--- src/rtl/cpr_pkg.sv ---
// Shared types, constants and elaboration-time table functions for the
// celestial pole rotation core. Depends on nothing.
package cpr_pkg;

	localparam int WORD_W         = 64;
	localparam int WFRAC          = 58;
	localparam int STEPS          = 58;
	localparam int ANGLE_BITS_DEF = 32;
	localparam int TRIG_FRAC_DEF  = 30;

	typedef logic signed [WORD_W-1:0] word_t;
	typedef logic        [WORD_W-1:0] turn_t;

	localparam word_t ONE_Q        = word_t'(64'd1 << WFRAC);
	localparam turn_t HALF_TURN    = 64'h8000_0000_0000_0000;
	localparam turn_t QUARTER_TURN = 64'h4000_0000_0000_0000;

	function automatic logic [63:0] long_div(input logic [63:0] n, input logic [63:0] d);
		logic [63:0] q;
		logic [64:0] r;
		q = '0;
		r = '0;
		for (int i = 63; i >= 0; i--) begin
			r = {r[63:0], n[i]};
			if (r >= {1'b0, d}) begin
				r = r - {1'b0, d};
				q[i] = 1'b1;
			end
		end
		return q;
	endfunction

	function automatic logic [63:0] frac_div(input logic [63:0] num, input logic [63:0] den,
		input int bits);
		logic [63:0] n;
		logic [63:0] q;
		n = num;
		q = '0;
		for (int k = 0; k < bits; k++) begin
			n = n << 1;
			q = q << 1;
			if (n >= den) begin
				n = n - den;
				q[0] = 1'b1;
			end
		end
		return q;
	endfunction

	function automatic logic [63:0] atan_inv(input logic [63:0] n);
		logic [63:0] p;
		logic [63:0] acc;
		logic [63:0] t;
		logic [63:0] k;
		p = long_div(64'd1 << 62, n);
		acc = '0;
		k = '0;
		for (int it = 0; it < 64; it++) begin
			if (p != 64'd0) begin
				t = long_div(p, (k << 1) + 64'd1);
				if (k[0]) acc = acc - t;
				else acc = acc + t;
				p = long_div(p, n * n);
				k = k + 64'd1;
			end
		end
		return acc;
	endfunction

	function automatic logic [63:0] atan_pow2(input int i);
		logic [63:0] p;
		logic [63:0] acc;
		logic [63:0] t;
		logic [63:0] k;
		p = (64'd1 << 62) >> i;
		acc = '0;
		k = '0;
		for (int it = 0; it < 64; it++) begin
			if (p != 64'd0) begin
				t = long_div(p, (k << 1) + 64'd1);
				if (k[0]) acc = acc - t;
				else acc = acc + t;
				p = (2 * i < 64) ? (p >> (2 * i)) : 64'd0;
				k = k + 64'd1;
			end
		end
		return acc;
	endfunction

	localparam logic [63:0] QUARTER_ARC = (atan_inv(64'd5) << 2) - atan_inv(64'd239);

	function automatic turn_t step_angle(input int i);
		if (i == 0) return 64'd1 << 61;
		return frac_div(atan_pow2(i), QUARTER_ARC, 61);
	endfunction

	function automatic word_t make_inv_gain();
		word_t x;
		word_t y;
		word_t dx;
		word_t dy;
		turn_t z;
		x = ONE_Q;
		y = '0;
		z = '0;
		for (int i = 0; i < STEPS; i++) begin
			dx = y >>> i;
			dy = x >>> i;
			if (!z[63]) begin
				x = x - dx;
				y = y + dy;
				z = z - step_angle(i);
			end else begin
				x = x + dx;
				y = y - dy;
				z = z + step_angle(i);
			end
		end
		return word_t'(frac_div(ONE_Q, x, WFRAC));
	endfunction

	localparam word_t INV_GAIN = make_inv_gain();

endpackage

--- src/rtl/cpr_sqrt_cell.sv ---
// One digit of the bitwise square root, one register per cell.
// Depends on cpr_pkg for the word types and the fraction width.
module cpr_sqrt_cell #(
	parameter int K = 0
) (
	input  logic           clk,
	input  logic           en,
	input  cpr_pkg::turn_t u,
	input  cpr_pkg::turn_t rem,
	input  cpr_pkg::turn_t root,
	output cpr_pkg::turn_t u_q,
	output cpr_pkg::turn_t rem_q,
	output cpr_pkg::turn_t root_q
);
	import cpr_pkg::*;

	localparam bit USE_PAIR = (2 * K >= WFRAC);
	localparam int PSH      = USE_PAIR ? (2 * K - WFRAC) : 0;

	logic [1:0] pair;
	turn_t      rem_n;
	turn_t      trial;

	always_comb begin
		pair  = USE_PAIR ? 2'(u >> PSH) : 2'b00;
		rem_n = {rem[WORD_W-3:0], pair};
		trial = {root[WORD_W-3:0], 2'b01};
	end

	always_ff @(posedge clk) begin
		if (en) begin
			u_q <= u;
			if (rem_n >= trial) begin
				rem_q  <= rem_n - trial;
				root_q <= {root[WORD_W-2:0], 1'b1};
			end else begin
				rem_q  <= rem_n;
				root_q <= {root[WORD_W-2:0], 1'b0};
			end
		end
	end

endmodule

--- config.mk ---
export PLATFORM = sky130hd
export DESIGN_NAME = cpr_sqrt_cell
export DESIGN_NICKNAME = d
export VERILOG_FILES = /design/src/rtl/cpr_pkg.sv /design/src/rtl/cpr_sqrt_cell.sv
export SDC_FILE = /design/constraint.sdc
export NUM_CORES = 1
export LEC_CHECK = 0
export BUFFER_PORTS_ARGS = -buffer_cell sky130_fd_sc_hd__buf_2
export CAP_MARGIN = 20
export CORE_MARGIN = 2
export CORE_UTILIZATION = 51
export DETAILED_ROUTE_END_ITERATION = 8
export PLACE_DENSITY_LB_ADDON = 0.12
export SYNTH_ARGS = -nofsm -noshare
export SYNTH_HDL_FRONTEND = slang
export SYNTH_SLANG_ARGS = --single-unit
--- constraint.sdc ---
create_clock -name clk -period 3.98 [get_ports clk]
set_input_delay 0 -clock clk [delete_from_list [all_inputs] [get_ports clk]]
set_output_delay 0 -clock clk [all_outputs]
set_load 0.1 [all_outputs]
==> After elaboration in Yosys (flattened, before gate mapping) <==
Index checks and enable logic that the tools add are counted.
{ "word_totals": {"regBits": 192, "input_bits": 194, "output_inout_bits": 192, "wordCells": 8} }
{ "classes": {"addsub": 1, "order_cmp": 1, "muxes": 2} }
{ "op_table": {"columns": ["cell", "count"], "rows": [
  ["64-bit >= comparator", 1],
  ["64-bit two-way mux", 1],
  ["64-bit subtractor", 1],
  ["1-bit two-way mux", 1]
]} }

==> Logic depth before layout (Yosys ltp) <==
Gate-level depths: netlist (run 1).
{ "depth": {"depth_word": 2, "mapped_depth": 16, "depth_no_buf": 14} }

==> Worst setup path before layout (run 1) <==
OpenSTA, ideal clock, no wires.
{ "synth_timing": {"kind": "in2reg", "start": "input root[0]", "end": "register rem_q[15], data pin", "setup_time_ns": 0.260, "arrival_time_ns": 2.777, "required_ns": 3.720, "path_slack_ns": 0.943, "path_stages": 14, "path_buffers": 1, "path_cell_list": "inv_1 > ha_1 > inv_1 > fa_1 > nand2b_1 > a21o_1 > a211oi_2 > o2111a_2 > nor4_2 > o21ai_2 > nand3_4 > o41ai_4 > buf_6 > mux2_4"} }
{ "synth_between": {"elab_chain_cells": 2, "elab_cells_between_ends": 3, "classes_between": "add/sub: 1; order compare: 1; mux: 1"} }
{ "synth_lines": {"columns": ["item", "line_no", "text"], "rows": [
  ["start: declaration", "cpr_sqrt_cell.sv:10", "input cpr_pkg::turn_t root,"],
  ["64-bit subtractor / 64-bit >= comparator (equally long branches)", "cpr_sqrt_cell.sv:34, cpr_sqrt_cell.sv:33", null],
  ["64-bit two-way mux *", "cpr_sqrt_cell.sv:33", "if (rem_n >= trial) begin"],
  ["end signal: assignment", "cpr_sqrt_cell.sv:34", "rem_q <= rem_n - trial;"],
  ["end signal: assignment", "cpr_sqrt_cell.sv:37", "rem_q <= rem_n;"],
  ["end: declaration", "cpr_sqrt_cell.sv:12", "output cpr_pkg::turn_t rem_q,"]
]} }
Mark *: on every way between the ends. The rest lies on a longest branch, timed or not.
A chain may end at the register's enable or synchronous reset.

==> Final worst setup path (run 1) <==
{ "layout_timing": {"start": "input rem[5]", "end": "register rem_q[62], data pin"} }
{ "layout_between": {"elab_chain_cells": 2, "elab_cells_between_ends": 3, "classes_between": "add/sub: 1; order compare: 1; mux: 1"} }
{ "layout_lines": {"columns": ["item", "line_no", "text"], "rows": [
  ["start: declaration", "cpr_sqrt_cell.sv:9", "input cpr_pkg::turn_t rem,"],
  ["64-bit subtractor / 64-bit >= comparator (equally long branches)", "cpr_sqrt_cell.sv:34, cpr_sqrt_cell.sv:33", null],
  ["64-bit two-way mux *", "cpr_sqrt_cell.sv:33", null]
]} }
Marks and branches as above.

==> impl_results.md, run 1 <==
- Row cnt: 53
- # port buffers: ~380
- Synth Instances: approximately 940
- DRC: 0
- YS warnings: 0
- Final wirelength: 34100 um
- Layout cells sized above 1: 35.8%
- Number of global-route vias before repair: around 9600
- RSZ-0062 raised after global routing: false
- Largest net degree at the start of global routing: 120
- Mapped Area: roughly 0.011 sq mm
- Run status: completed
- Setup crit end kind: flip-flop
- Most frequent cells in the layout: buf_2, edfxtp_1, dlygate4sd3_1, inv_1, a21oi_1
- Crit Path Category: in -> reg
- IO Pins: 386
- Die height: approximately 150 um
- Total number of vias: between 9000 and 10000
- Syn Nets: around 1200
- Slowest-stage cell, CP: o21ai_0
- Sequential area share after synthesis: between 50% and 60%
- DR WL/cell: about 19 um
- Final hold violation count: 0
- Post-synth ARST share: 0%
- Gr usage total: between 20% and 30%
- Most used DFF post-synth: edfxtp_1
- Most common cell after layout, fill and taps aside: buf_2
- Slowest stage delay, CP: approximately 0.6 ns
- Inst Count DP: between 1500 and 2000
- Die area: 0.0226 sq mm
- Clk pwr share: around a quarter
- Die Width: around 150 um
- Area growth syn-to-layout: 42.2%
- Initial Utilization: between 50 and 60%
- Worst hold-check path type: in -> reg
- Seq cells post-synth: between 150 and 200
- Min-delay src: u[63]
- # setup viols final: 0
- Clk slew on worst S/H paths: around 0.090 ns
- CP Max Fanout: 4
- Static Leak: 6.84 nW
- Max-slew violation count: 0
- GP Congestion: about 0.87
- Yosys cell types: ~70
- # clock sinks: 191
- ANT nets after route: 0
- Antenna violations before repair: 3
- Max Cap Violations: 0
- CTS tree: yes
- Reg power frac: about 35%
- Finished Core Util: around 74%
- Slew margin rel.: 32.5%
- Logic gate share of total power: 40.7%
- Pint: just over 4 mW
- Worst VDD drop: about 0.30 mV
- Number of synthesized flops with an enable pin: approximately 190
- Switching share of power: between 40 and 50%
- Largest delay share family, worst path: compound AO/OA/AOI/OAI gates
- Crit-path cells: dlygate4sd3_1, buf_2, ha_1, a21o_1, a211oi_1, nand2_1, o21ai_0, a21oi_2, a41oi_2, o2111ai_1, o211ai_1, mux2_2, a31o_1
- Psw: around 3.2 mW
- Root buf cell: clkbuf_16
- CP arrival: 3.90 ns
- Via-per-instance ratio: about 5.3
- Crit start category: input pin
- Syn Area/Cell: about 12 sq um
- Final Net Count: between 1500 and 2000
- Period minus WS final: approximately 3.7 ns
- Core area: ~0.021 sq mm
- Worst-case clock buffer depth: 2
- Worst setup startpoint: rem[5]
- First-pass GRT wire length: a little over 50000 um
- CP bufs+invs: 2
- H-tree levels: 4
- Worst-Margin Slew: 1.01 ns
- Initial drt markers: between 500 and 600
- Final global-route overflow total: 0
- Fin crit share: just over 90%
- Post-Layout Cell Count: about 1800
- Worst endpoint required time: 4.19 ns
- TritonRoute pass-1 iters: 5
- Setup_tns: 0 ns
- Post-detail-place hpwl: between 20000 and 25000 um
- Fmax: 270 MHz
- Pwr/cell area: around 470 mW/mm^2
- Cts bufs inserted: 17
==> layout make-up <==
class                   count  area, sq um
clock inverters            14          178
fillers                  1448         5530
multi-input cells         633         4560
flip-flops and latches    191         5740
repair buffers            582         3940
diodes                      3         7.51
inverters                  78          293
clock buffers              18          429
well taps                 275          344
==> Yosys cell counts, types with 2 or more instances <==
cell type	count	area [sq um]
nor2_2	42	263
buf_6	5	56.3
nor4_1	6	37.5
buf_2	8	40.0
o21bai_1	10	75.1
inv_1	78	293
o21ai_1	2	10.0
mux2i_1	2	20.0
a21boi_0	3	22.5
a21o_1	38	285
buf_12	6	120
o21a_1	7	52.6
nor2b_1	7	43.8
buf_4	4	30.0
edfxtp_1	191	5740
or3_1	3	18.8
clkbuf_1	16	60.1
nand2_1	61	229
a21oi_1	69	345
a211oi_2	2	25.0
and3_1	7	43.8
xnor2_1	35	307
o21ai_2	2	17.5
and3b_1	2	17.5
o21ba_2	2	20.0
nand2b_1	6	37.5
nand3_1	14	70.1
a31oi_1	12	75.1
nor2_1	46	173
o21ai_0	39	195
ha_1	62	776
o31ai_1	6	45.0
nor3_1	9	45.0
mux2_4	14	210
a211oi_1	8	60.1
a21oi_2	46	403
nand4_1	11	68.8
xor2_1	22	193
o211ai_1	6	45.0
==> kinds of logic after synthesis <==
| family | count (synthesis) | share of synthesized area [%] |
|---|---|---|
| AOI/OAI and AO/OA | 271 | 17.3 |
| and+or+nand+nor | 225 | 10.5 |
| DFF | 191 | 52.6 |
| buffers and inverters | 117 | 5.50 |
| adders and majority gates | 63 | 7.30 |
| xor gates and xnor gates | 57 | 4.58 |
| muxes | 17 | 2.22 |
==> path summary, 6_finish.rpt <==
check	slack (ns)	depth (start not counted)	end
max	0.28	13	rem_q[62]
min	0.26	2	u_q[63]
==> what timing repair did <==
item / CTS / global route
hold buffers: 189 / 0
buffers inserted: 0 / 1
endpoints found under the setup margin: 0 / 24
gates resized for setup: 0 / 1
endpoints found under the hold margin: 189 / 0
==> power groups by stage <==
stage	sequential, mW	combinational [mW]	clock (mW)
after floorplan	4.00	0.820	0
after global placement	2.54	2.75	0
after detailed placement	2.55	2.77	0
after CTS	2.51	2.93	1.80
after global routing	2.53	3.09	1.88
final	2.51	2.97	1.81
==> stage by stage <==
step / setup slack [ns] / instance area, sq um / power (mW) / hold WS (ns)
after floorplan: 0.943 / 10900 / 4.82 / 0.0989
after global placement: 0.352 / 13000 / 5.29 / 0.177
after detailed placement: 0.290 / 13000 / 5.32 / 0.178
after CTS: 0.189 / 15500 / 7.24 / 0.252
after global routing: 0.0822 / 15500 / 7.51 / 0.253
final: 0.281 / 15500 / 7.29 / 0.257
==> per-layer routing <==
layer	wire length (um)	track usage, %	part of all wire (%)	up-vias
met4	1050	11.7	3.1	0
met1	13200	34.9	39	4534
met2	17100	51.2	50	433
met5	0	0	0	-
met3	2720	5.88	8.0	65
li1	-	-	-	4565
==> flip-flops by register name (all words and copies together), names as in the netlist <==
signal	flops
rem_q	63
root_q	64
u_q	64
No activity file was read; power rests on OpenSTA's default activity.
==> run 2, diff against run 1 <==
GPL_TIMING_DRIVEN = 0   (was default)
RECOVER_POWER = 100   (was default)
==> impl_results.md, run 2 (synthesized netlist as in run 1, its figures left out) <==
- Max-slew violation count: 65 (+65)
- Most common cell after layout, fill and taps aside: clkbuf_1
- Multi-input combinational cell area: 0.00442 sq mm (-3.2%)
- Crit start category: input pin
- Worst endpoint required time: 4.19 ns (about the same)
- Worst-Margin Slew: 3.54 ns (+2.53 ns)
- IO Pins: 386 (unchanged)
- Gr usage total: 29.7% (+0.62 points)
- Top flop regs: root_q (64), u_q (64), rem_q (63)
- # setup viols final: 0 (unchanged)
- Slowest-stage cell, CP: o21ai_0
- # port buffers: 382 (unchanged)
- Die Width: 150 um (unchanged)
- Slew margin rel.: -136% (-170 points)
- Antenna violations before repair: 0 (-3)
- Die height: 150 um (unchanged)
- Final hold violation count: 0 (unchanged)
- Worst hold-check path type: in -> reg
- DR WL/cell: 18.9 um (-0.31%)
- Finished Core Util: 72.3% (-1.4 points)
- Max Cap Violations: 1 (+1)
- Worst-case clock buffer depth: 2 (unchanged)
- Final global-route overflow total: 0 (unchanged)
- Failing checks: capacitance limit, slew limit
- CP Max Fanout: 4 (unchanged)
- Cts bufs inserted: 17 (unchanged)
- H-tree levels: 4 (unchanged)
- Crit-path cells: dlygate4sd3_1, clkbuf_1, ha_1, a21o_1, a211oi_1, nand2_1, o21ai_0, a21oi_2, a41oi_2, o2111ai_1, o211ai_1, mux2_2, a31o_1
- Final wirelength: 34500 um (+1.2%)
- Setup_tns: 0 ns (unchanged)
- Clk slew on worst S/H paths: 0.09 ns (about the same)
- Worst VDD drop: 0.286 mV (-6.1%)
- Area growth syn-to-layout: 39.4%
- Fin crit share: 97.5% (+4.5 points)
- Static Leak: 6.16 nW (-9.9%)
- Slowest stage delay, CP: 0.61 ns (about the same)
- Fmax: 258 MHz (-4.6%)
- Row cnt: 53 (unchanged)
- Setup crit end kind: flip-flop
- Die area: 0.0226 sq mm (unchanged)
- GP Congestion: 0.848 (-2.4%)
- Most frequent cells in the layout: clkbuf_1, edfxtp_1, dlygate4sd3_1, buf_2, a21oi_1
- Initial Utilization: 51.8% (unchanged)
- First-pass GRT wire length: 51100 um (+1.1%)
- Core area: 0.0210 sq mm (unchanged)
- ANT nets after route: 0 (unchanged)
- TritonRoute pass-1 iters: 5 (unchanged)
- Layout filler cell count: 1670 (+15%)
- Largest net degree at the start of global routing: 129 (+7.5%)
- Via-per-instance ratio: 5.36 (+0.13%)
- Run status: complete, but fails checks
- CTS tree: yes
- Post-detail-place hpwl: 23500 um (+2.0%)
- Period minus WS final: 3.88 ns (+0.180 ns)
- Total number of vias: 9754 (+1.6%)
- Crit Path Category: in -> reg
- Number of global-route vias before repair: 9755 (+1.2%)
- Pwr/cell area: 473 mW/mm^2 (+0.62%)
- RSZ-0062 raised after global routing: false
- Final Net Count: 1789 (+1.6%)
- Post-CTS Setup Bufs: 0 (unchanged)
- # clock sinks: 191 (unchanged)
- CP arrival: 4.09 ns (+0.19 ns)
- Register Area: 0.00574 sq mm (unchanged)
- Initial drt markers: 510 (-7.9%)
- Layout cells sized above 1: 17.2% (-19 points)
- DRC: 0 (unchanged)
- Root buf cell: clkbuf_16
run 2: cell type report:
| cell class | instances | share of cell area (%) |
|---|---|---|
| clock inverter | 14 | 1.22 |
| multi-input combinational | 633 | 29.1 |
| buffer | 39 | 1.89 |
| inverter | 78 | 1.93 |
| timing repair buffer | 572 | 23.0 |
| antenna | 1 | 0.0165 |
| tap | 275 | 2.26 |
| sequential | 191 | 37.8 |
| clock buffer | 18 | 2.82 |
run 2: per-layer routing:
layer / track usage, % / wire length [um] / part of all wire, %
met1: 35.9 / 13500 / 39
met2: 51.8 / 17100 / 49
met3: 5.76 / 2550 / 7.4
met4: 12.9 / 1360 / 4.0
met5: 0 / 0 / 0
run 2: timing repair:
action / CTS / global route
endpoints found under the hold margin: 189 / 0
endpoints found under the setup margin: 0 / 7
hold buffers: 189 / 0
gates resized for setup: 0 / 0
run 2: worst paths after layout:
path	startpoint	endpoint	slack, ns	cells after the start
hold / removal	u[5]	u_q[5]	0.27	2
setup / recovery	rem[5]	rem_q[62]	0.10	13
run 2: worst max-delay path, delay by kind of cell:
| kind | cells | cell delay [ns] |
|---|---|---|
| AO/OA/AOI/OAI | 8 | 2.54 |
| buffers and inverters | 2 | 0.69 |
| AND/OR/NAND/NOR | 1 | 0.10 |
| adder cells (fa/ha/maj) | 1 | 0.36 |
| multiplexers | 1 | 0.38 |
run 2: where the power goes:
group | total, mW | internal, mW | switching (mW) | leakage, nW
clock network | 1.80 | 0.865 | 0.935 | 0.295
registers | 2.52 | 2.46 | 0.0582 | 1.87
logic | 2.87 | 0.635 | 2.24 | 3.99
total | 7.19 | 3.96 | 3.23 | 6.16
run 2: per-stage QoR:
stage                     hold WS (ns)  setup WS [ns]  power, mW  std cells  area (sq um)
final                            0.267          0.101       7.19       1821         15200
after global routing             0.265         0.0402       7.42       1820         15200
after CTS                      0.00498          0.167       7.28       1820         15700
after detailed placement         0.178          0.309       5.36       1599         13200
after global placement           0.177          0.323       5.34       1598         13200
after floorplan                 0.0989          0.943       4.82        941         10900
